--- config.mk ---
export PLATFORM = sky130hd
export DESIGN_NAME = forward_bracket_matcher
export DESIGN_NICKNAME = d
export VERILOG_FILES = /design/src/rtl/core/fbm_pkg.sv /design/src/rtl/core/fbm_judge.sv /design/src/rtl/core/forward_bracket_matcher.sv
export SDC_FILE = /design/constraint.sdc
export NUM_CORES = 1
export LEC_CHECK = 0
export ABC_AREA = 1
export BUFFER_PORTS_ARGS = -buffer_cell sky130_fd_sc_hd__buf_2
export CAP_MARGIN = 5
export CORE_UTILIZATION = 55
export CTS_CLUSTER_SIZE = 16
export DETAILED_ROUTE_END_ITERATION = 6
export GPL_TIMING_DRIVEN = 0
export PLACE_DENSITY = 0.75
export SYNTH_ARGS = -nofsm -noshare
export SYNTH_HDL_FRONTEND = slang
export SYNTH_HIERARCHICAL = 1
export SYNTH_SLANG_ARGS = --single-unit
--- constraint.sdc ---
create_clock -name aclk -period 5 [get_ports aclk]
set_input_delay 0.75 -clock aclk [delete_from_list [all_inputs] [get_ports aclk]]
set_output_delay 0.75 -clock aclk [all_outputs]
set_load 0.01 [all_outputs]
--- src/rtl/core/fbm_pkg.sv ---
// ----------------------------------------------------------------------------
// fbm_pkg: shared types and constants of the forward bracket matcher
// Character codes, result status codes, register indexes and the small
// structs that pass between the scan datapath and the judge logic.
// ----------------------------------------------------------------------------
`default_nettype none

package fbm_pkg;

    // Character codes
    localparam logic [7:0] CH_SLASH  = 8'h2F;
    localparam logic [7:0] CH_STAR   = 8'h2A;
    localparam logic [7:0] CH_QUOTE  = 8'h27;
    localparam logic [7:0] CH_RCURLY = 8'h7D;

    // Result status codes
    localparam logic [1:0] ST_FOUND     = 2'd0;
    localparam logic [1:0] ST_FUNC_END  = 2'd1;
    localparam logic [1:0] ST_NOT_FOUND = 2'd2;

    // Configuration register indexes
    localparam logic [2:0] CFG_OPEN_CHAR        = 3'd0;
    localparam logic [2:0] CFG_CLOSE_CHAR       = 3'd1;
    localparam logic [2:0] CFG_START_DEPTH      = 3'd2;
    localparam logic [2:0] CFG_START_IN_COMMENT = 3'd3;
    localparam logic [2:0] CFG_CODE_MODE        = 3'd4;

    // Registers that act on every character
    typedef struct packed {
        logic [7:0] open_char;
        logic [7:0] close_char;
        logic       code_mode;
    } fbm_cfg_t;

    // Comment tracking flags
    typedef struct packed {
        logic in_block_comment;
        logic skip_line;
    } fbm_flags_t;

endpackage

`default_nettype wire

--- src/rtl/core/fbm_judge.sv ---
// ----------------------------------------------------------------------------
// fbm_judge: bracket and comment decision for one character
// Given the character, one character of lookahead and the scan state,
// updates depth and comment flags and flags a found or function-end result.
// ----------------------------------------------------------------------------
`default_nettype none

module fbm_judge #(
    parameter int DEPTH_BITS = 16
) (
    input  wire logic                   en,
    input  wire fbm_pkg::fbm_cfg_t      cfg,
    input  wire logic [7:0]             cur_char,
    input  wire logic                   col_zero,
    input  wire logic                   has_next,
    input  wire logic [7:0]             next_char,
    input  wire fbm_pkg::fbm_flags_t    flags_in,
    input  wire logic [DEPTH_BITS-1:0]  depth_in,
    output fbm_pkg::fbm_flags_t         flags_out,
    output logic [DEPTH_BITS-1:0]       depth_out,
    output logic                        decided,
    output logic [1:0]                  status
);
    import fbm_pkg::*;

    localparam logic [DEPTH_BITS-1:0] DEPTH_MAX = '1;

    logic nslash;
    logic nstar;
    logic nquote;

    assign nslash = has_next && (next_char == CH_SLASH);
    assign nstar  = has_next && (next_char == CH_STAR);
    assign nquote = has_next && (next_char == CH_QUOTE);

    always_comb begin
        flags_out = flags_in;
        depth_out = depth_in;
        decided   = 1'b0;
        status    = ST_FOUND;
        if (!en || flags_in.skip_line) begin
            // nothing counts
        end else if (cfg.code_mode && cur_char == CH_SLASH && nslash) begin
            flags_out.skip_line = 1'b1;
        end else if (flags_in.in_block_comment) begin
            if (cur_char == CH_STAR && nslash) begin
                flags_out.in_block_comment = 1'b0;
            end
        end else if (cfg.code_mode && cur_char == CH_SLASH && nstar) begin
            flags_out.in_block_comment = 1'b1;
        end else if (cur_char == cfg.close_char && !nquote) begin
            if (depth_in == '0) begin
                decided = 1'b1;
                status  = ST_FOUND;
            end else if (col_zero && cfg.close_char == CH_RCURLY && cfg.code_mode) begin
                decided = 1'b1;
                status  = ST_FUNC_END;
            end else begin
                depth_out = depth_in - 1'b1;
            end
        end else if (cur_char == cfg.open_char && !nquote) begin
            if (depth_in != DEPTH_MAX) begin
                depth_out = depth_in + 1'b1;
            end
        end
    end

endmodule

`default_nettype wire

--- src/rtl/core/forward_bracket_matcher.sv ---
// ----------------------------------------------------------------------------
// forward_bracket_matcher: forward scan for the matching close bracket
// Takes one text character per transfer and reports found, function end or
// not found with the line offset and column of the deciding character.
// ----------------------------------------------------------------------------
//
//  channel   direction  handshake            payload
//  s_        in         s_valid / s_ready    s_ch, s_line_end, s_last_item
//  m_        out        m_valid / m_ready    m_status, m_line_offset, m_column
//  cfg_      in         cfg_valid/cfg_ready  cfg_index, cfg_data
//
//  One character per cycle sustained while no waiting result stalls the scan;
//  a result passes from the character transfer that decides it through the
//  input register, then the judge logic into the result register.
//  Reset loads the register defaults and arms a new search; no clearing pass.
//  A waiting result stalls the scan only once the input register is full.
//  cfg_ready is always high.
// ----------------------------------------------------------------------------
`default_nettype none

module forward_bracket_matcher #(
    parameter int MAX_LINE_CHARS = 4096,
    parameter int DEPTH_BITS     = 16
) (
    input  wire logic        aclk,
    input  wire logic        aresetn,
    input  wire logic        s_valid,
    output logic             s_ready,
    input  wire logic [7:0]  s_ch,
    input  wire logic        s_line_end,
    input  wire logic        s_last_item,
    output logic             m_valid,
    input  wire logic        m_ready,
    output logic [1:0]       m_status,
    output logic [15:0]      m_line_offset,
    output logic [11:0]      m_column,
    input  wire logic        cfg_valid,
    output logic             cfg_ready,
    input  wire logic [2:0]  cfg_index,
    input  wire logic [15:0] cfg_data
);
    import fbm_pkg::*;

    localparam int COL_BITS = ($clog2(MAX_LINE_CHARS) < 12) ? $clog2(MAX_LINE_CHARS) : 12;
    localparam int COL_MAX_INT = ((MAX_LINE_CHARS - 1) < 4095) ? (MAX_LINE_CHARS - 1) : 4095;
    localparam logic [COL_BITS-1:0] COL_MAX = COL_MAX_INT[COL_BITS-1:0];
    localparam logic [15:0] LINE_MAX = 16'hFFFF;

    // Configuration
    fbm_cfg_t    cfg_reg;
    logic [15:0] start_depth_reg;
    logic        start_in_comment_reg;

    assign cfg_ready = 1'b1;

    always_ff @(posedge aclk) begin
        if (!aresetn) begin
            cfg_reg.open_char    <= 8'd123;
            cfg_reg.close_char   <= 8'd125;
            cfg_reg.code_mode    <= 1'b1;
            start_depth_reg      <= 16'd0;
            start_in_comment_reg <= 1'b0;
        end else if (cfg_valid && cfg_ready) begin
            unique case (cfg_index)
                CFG_OPEN_CHAR:        cfg_reg.open_char    <= cfg_data[7:0];
                CFG_CLOSE_CHAR:       cfg_reg.close_char   <= cfg_data[7:0];
                CFG_START_DEPTH:      start_depth_reg      <= cfg_data;
                CFG_START_IN_COMMENT: start_in_comment_reg <= cfg_data[0];
                CFG_CODE_MODE:        cfg_reg.code_mode    <= cfg_data[0];
                default: ;
            endcase
        end
    end

    // Start depth clamped to the depth range
    logic [DEPTH_BITS-1:0] start_depth_clamped;
    generate
        if (DEPTH_BITS >= 16) begin : g_depth_wide
            assign start_depth_clamped = DEPTH_BITS'(start_depth_reg);
        end else begin : g_depth_narrow
            assign start_depth_clamped = (|start_depth_reg[15:DEPTH_BITS]) ? '1
                                       : start_depth_reg[DEPTH_BITS-1:0];
        end
    endgenerate

    // Input register
    logic       in_valid_reg;
    logic [7:0] ch_reg;
    logic       line_end_reg;
    logic       last_item_reg;
    logic       proc_en;

    assign proc_en = in_valid_reg && (!m_valid || m_ready);
    assign s_ready = !in_valid_reg || proc_en;

    always_ff @(posedge aclk) begin
        if (!aresetn) begin
            in_valid_reg <= 1'b0;
        end else if (s_valid && s_ready) begin
            in_valid_reg <= 1'b1;
        end else if (proc_en) begin
            in_valid_reg <= 1'b0;
        end
    end

    always_ff @(posedge aclk) begin
        if (s_valid && s_ready) begin
            ch_reg        <= s_ch;
            line_end_reg  <= s_line_end;
            last_item_reg <= s_last_item;
        end
    end

    // Scan state
    logic [DEPTH_BITS-1:0] depth_reg, depth_next;
    fbm_flags_t            flags_reg, flags_next;
    logic [7:0]            held_char_reg, held_char_next;
    logic                  held_valid_reg, held_valid_next;
    logic [COL_BITS-1:0]   held_col_reg, held_col_next;
    logic [15:0]           line_reg, line_next;
    logic [COL_BITS-1:0]   col_reg, col_next;
    logic                  done_reg, done_next;
    logic                  fresh_reg, fresh_next;

    // State seen by this character, with a new search loaded
    logic [DEPTH_BITS-1:0] depth_eff;
    fbm_flags_t            flags_eff;
    logic                  held_valid_eff;
    logic [15:0]           line_eff;
    logic [COL_BITS-1:0]   col_eff;
    logic                  done_eff;

    always_comb begin
        if (fresh_reg) begin
            depth_eff                  = start_depth_clamped;
            flags_eff.in_block_comment = start_in_comment_reg;
            flags_eff.skip_line        = 1'b0;
            held_valid_eff             = 1'b0;
            line_eff                   = 16'd0;
            col_eff                    = '0;
            done_eff                   = 1'b0;
        end else begin
            depth_eff      = depth_reg;
            flags_eff      = flags_reg;
            held_valid_eff = held_valid_reg;
            line_eff       = line_reg;
            col_eff        = col_reg;
            done_eff       = done_reg;
        end
    end

    logic                  ends_here;
    fbm_flags_t            flags_a, flags_b;
    logic [DEPTH_BITS-1:0] depth_a, depth_b;
    logic                  dec_a, dec_b;
    logic [1:0]            st_a, st_b;

    assign ends_here = line_end_reg || last_item_reg;

    // Held character, judged with this one as lookahead
    fbm_judge #(
        .DEPTH_BITS(DEPTH_BITS)
    ) u_judge_held (
        .en        (held_valid_eff && !done_eff),
        .cfg       (cfg_reg),
        .cur_char  (held_char_reg),
        .col_zero  (held_col_reg == '0),
        .has_next  (1'b1),
        .next_char (ch_reg),
        .flags_in  (flags_eff),
        .depth_in  (depth_eff),
        .flags_out (flags_a),
        .depth_out (depth_a),
        .decided   (dec_a),
        .status    (st_a)
    );

    // This character when nothing follows it
    fbm_judge #(
        .DEPTH_BITS(DEPTH_BITS)
    ) u_judge_last (
        .en        (!done_eff && !dec_a && ends_here),
        .cfg       (cfg_reg),
        .cur_char  (ch_reg),
        .col_zero  (col_eff == '0),
        .has_next  (1'b0),
        .next_char (8'd0),
        .flags_in  (flags_a),
        .depth_in  (depth_a),
        .flags_out (flags_b),
        .depth_out (depth_b),
        .decided   (dec_b),
        .status    (st_b)
    );

    logic                fire;
    logic [1:0]          res_status;
    logic [COL_BITS-1:0] res_col;

    always_comb begin
        depth_next      = depth_eff;
        flags_next      = flags_eff;
        held_char_next  = held_char_reg;
        held_valid_next = held_valid_eff;
        held_col_next   = held_col_reg;
        line_next       = line_eff;
        col_next        = col_eff;
        done_next       = done_eff;
        fresh_next      = 1'b0;
        fire            = 1'b0;
        res_status      = ST_NOT_FOUND;
        res_col         = col_eff;
        if (done_eff) begin
            // drop items up to the end of the range
            fresh_next = last_item_reg;
        end else begin
            depth_next = depth_b;
            flags_next = flags_b;
            if (!dec_a && !ends_here) begin
                held_char_next  = ch_reg;
                held_col_next   = col_eff;
                held_valid_next = 1'b1;
            end else begin
                held_valid_next = 1'b0;
            end
            if (line_end_reg) begin
                if (line_eff != LINE_MAX) begin
                    line_next = line_eff + 16'd1;
                end
                col_next             = '0;
                flags_next.skip_line = 1'b0;
            end else if (col_eff != COL_MAX) begin
                col_next = col_eff + 1'b1;
            end
            if (dec_a) begin
                fire       = 1'b1;
                res_status = st_a;
                res_col    = held_col_reg;
            end else if (dec_b) begin
                fire       = 1'b1;
                res_status = st_b;
            end else if (last_item_reg) begin
                fire = 1'b1;
            end
            if (fire) begin
                done_next  = 1'b1;
                fresh_next = last_item_reg;
            end
        end
    end

    always_ff @(posedge aclk) begin
        if (!aresetn) begin
            depth_reg      <= '0;
            flags_reg      <= '0;
            held_char_reg  <= 8'd0;
            held_valid_reg <= 1'b0;
            held_col_reg   <= '0;
            line_reg       <= 16'd0;
            col_reg        <= '0;
            done_reg       <= 1'b0;
            fresh_reg      <= 1'b1;
        end else if (proc_en) begin
            depth_reg      <= depth_next;
            flags_reg      <= flags_next;
            held_char_reg  <= held_char_next;
            held_valid_reg <= held_valid_next;
            held_col_reg   <= held_col_next;
            line_reg       <= line_next;
            col_reg        <= col_next;
            done_reg       <= done_next;
            fresh_reg      <= fresh_next;
        end
    end

    // Result register
    always_ff @(posedge aclk) begin
        if (!aresetn) begin
            m_valid <= 1'b0;
        end else if (proc_en && fire) begin
            m_valid <= 1'b1;
        end else if (m_ready) begin
            m_valid <= 1'b0;
        end
    end

    always_ff @(posedge aclk) begin
        if (proc_en && fire) begin
            m_status      <= res_status;
            m_line_offset <= line_eff;
            m_column      <= 12'(res_col);
        end
    end

    // Checks
    a_fresh_no_held: assert property (@(posedge aclk) disable iff (!aresetn)
        fresh_reg |-> !held_valid_reg)
        else $error("held character survives into a new search");

    a_done_no_held: assert property (@(posedge aclk) disable iff (!aresetn)
        done_reg |-> !held_valid_reg)
        else $error("held character left after a result");

    a_result_loads: assert property (@(posedge aclk) disable iff (!aresetn)
        (proc_en && fire) |=> m_valid)
        else $error("result not presented");

    a_done_after_result: assert property (@(posedge aclk) disable iff (!aresetn)
        (proc_en && fire && !last_item_reg) |=> (done_reg && !fresh_reg))
        else $error("search not closed after a result");

    a_stall_cause: assert property (@(posedge aclk) disable iff (!aresetn)
        !s_ready |-> (in_valid_reg && m_valid && !m_ready))
        else $error("input stalled without a waiting result");

endmodule

`default_nettype wire

==> results_dict.tcl <==
set metrics [dict create \
    ioPinCount 67 \
    cts_max_path_buffers 2 \
    synth_enable_flop_cells 40 \
    slowest_stage "nor4_1" \
    core-area_um2 18100 \
    fin_cells 1998 \
    wl_per_cell_um 15.1 \
    placed_cell_area_um2 11000 \
    antenna_left 0 \
    hp-class "reg2reg" \
    path_cells "nor4_1, nand2_1, nor4_1, nand2_1, nor2_1, nand3_2, nand2_2, nand2_2, nand3_2, xor2_1, inv_1, ha_1, nand2_1, nor2_2, nand2_2, nand2_2, nand2_2, nor2_1, nor3_2, nor2_4, buf_12, inv_1, a21oi_1" \
    crit_fanout 15 \
    final_common_cell "nand2_1" \
    cts_tree "built" \
    path_clk_slew_ns 0.07 \
    critPathLaunchType "flop" \
    synthArstFlopShare 0 \
    syn_to_final_growth_pct 12.9 \
    dp_hpwl_um 22800 \
    violations "design-rule violations" \
    leakage_nw 5.39 \
    syn_area_um2 10300 \
    crit_top_cell "nand2_2" \
    grt_max_degree 32 \
    nNetsFinal 1798 \
    end_kind "flop" \
    synth_ff_type "dfxtp_1" \
    wirelength_um 30200 \
    cp_top_family "simple AND/OR/NAND/NOR gates" \
    final_cell_mix "nand2_1, nor2_1, inv_1" \
    largest_reg_flops 17 \
    die_h_um 139 \
    crit_buf_inv 3 \
    worst_ep_required_time_ns 5.28 \
    overflow 0 \
    cts_buffers 17 \
    cts_hold_buf 0 \
    rsz0062_at_grt "false" \
    cap_violations 0 \
    max_freq_ghz 0.214 \
    hold_violations 0 \
    dr.pass1.iters 7 \
    final.setup_skew_ns 0.0110 \
    num_vias 11003 \
    period_minus_slack_ns 4.67 \
    grt_pass1_vias 9726 \
    dieArea_um2 19300 \
    placed_cells 1964 \
    drc 14 \
    cpPeakStageDelay_ns 0.64 \
    critPathKind "reg2reg" \
    rows 49 \
    drive_gt1_frac 0.140 \
    clock-sinks 145 \
    final-setup-viol-count 0 \
    period_share 0.935 \
    port_buffers 64 \
    hold_slack_ns 0.466 \
    clkLatencyLatePin_ns 0.43 \
    grt.total_usage 0.315 \
    synth_seq_cells 145 \
    stdcell_area_um2 11600 \
    synthDistinctLibCells 48 \
    arrival_ns 4.96 \
    tightest_slew_ns 0.838 \
    start_util 0.567 \
    synth-seq-area-share 0.321 \
    gp_congestion 0.949 \
    cts-root-buf "clkbuf_16" \
    avgSynthCellArea_um2 6.24 \
    antenna_found_initial 0 \
    grt_pass1_wl_um 48600 \
    outcome "finished, violations left" \
    via_per_inst 5.51 \
    htreeDepth 4 \
    dr.first_iter.drc_count 1006 \
    irDropWorstVdd_mv 0.232 \
    slew_viol_final 0 \
    syn_inst 1649 \
    num_antenna_cells 0 \
    slew_headroom 0.436 \
    die_x_um 139 \
    yosysWarnings 6 \
    p_per_area_nw_per_um2 257 \
]
-- cell type report --
type | instances | area [µm²]
buffer | 51 | 310
clock buffer | 20 | 457
clock inverter | 12 | 125
fill | 1753 | 6530
inverter | 207 | 777
multi-input combinational | 1268 | 6000
sequential | 145 | 3300
tap | 229 | 287
timing repair buffer | 66 | 360
-- tightest hold or removal path, stage by stage (launching register included) --
cell	delay, ns
dfxtp_1	0.31
nand2_1	0.06
a21oi_1	0.05
-- metal layers --
layer	wire, µm	GRT usage
met4	1060	0.140
met1	13500	0.420
met2	13700	0.512
met5	0	0
met3	2010	0.0387
-- repair_timing --
action,4_1_cts,5_1_grt
setup buffers,0,2
setup endpoints to repair,30,31
gates cloned,0,1
pin swaps,0,2
resized for setup,1,2
-- where the power goes --
part	internal (mW)	switching, mW
Sequential	1.24	0.0335
Combinational	0.138	0.310
Clock	0.725	0.541
Total	2.10	0.884
-- final timing paths --
kind	slack, ns	cells after the start	from	to
worst min register to register	0.47	2	held_valid_reg	held_valid_reg
worst min-delay path	0.47	2	held_valid_reg	held_valid_reg
worst max-delay path	0.33	23	held_col_reg[5]	m_valid
worst max register to register	0.33	23	held_col_reg[5]	m_valid
-- logic make-up after synthesis --
family / synth area share
AOI/OAI and AO/OA: 0.0918
and+or+nand+nor: 0.460
xor gates and xnor gates: 0.0102
buffers and inverters: 0.106
DFF: 0.321
other: 0.00146
adders and majority gates: 0.00973
-- per-stage QoR --
stage               setup slack (ns)  setup TNS [ns]  utilization  power [mW]
floorplan                      0.254               0            -        1.60
global placement               -1.21          -37.42        0.605        1.72
detailed placement           -0.0219          -0.626        0.605        1.73
CTS                           0.0588               0        0.637        2.97
global route                  0.0396               0        0.640        3.10
finish                         0.325               0        0.640        2.99
-- synthesized netlist by cell type (all sizes together), types with 3 or more instances --
cell / n / area [µm²]
buf: 33 / 243
xor2: 12 / 105
a21oi: 47 / 262
nand3b: 7 / 52.6
dfxtp: 105 / 2100
and2: 5 / 33.8
clkinv: 3 / 11.3
inv: 204 / 766
ha: 8 / 100
nand4: 39 / 259
edfxtp: 40 / 1200
clkbuf: 19 / 71.3
a211oi: 5 / 37.5
nor4: 8 / 77.6
conb: 4 / 15.0
o211ai: 3 / 22.5
nor3: 21 / 120
o21ai: 86 / 430
nand3: 141 / 818
o21bai: 4 / 30.0
nand2: 574 / 2220
nor2: 256 / 1140
a31oi: 18 / 113
(Power assumes the default switching activity.)
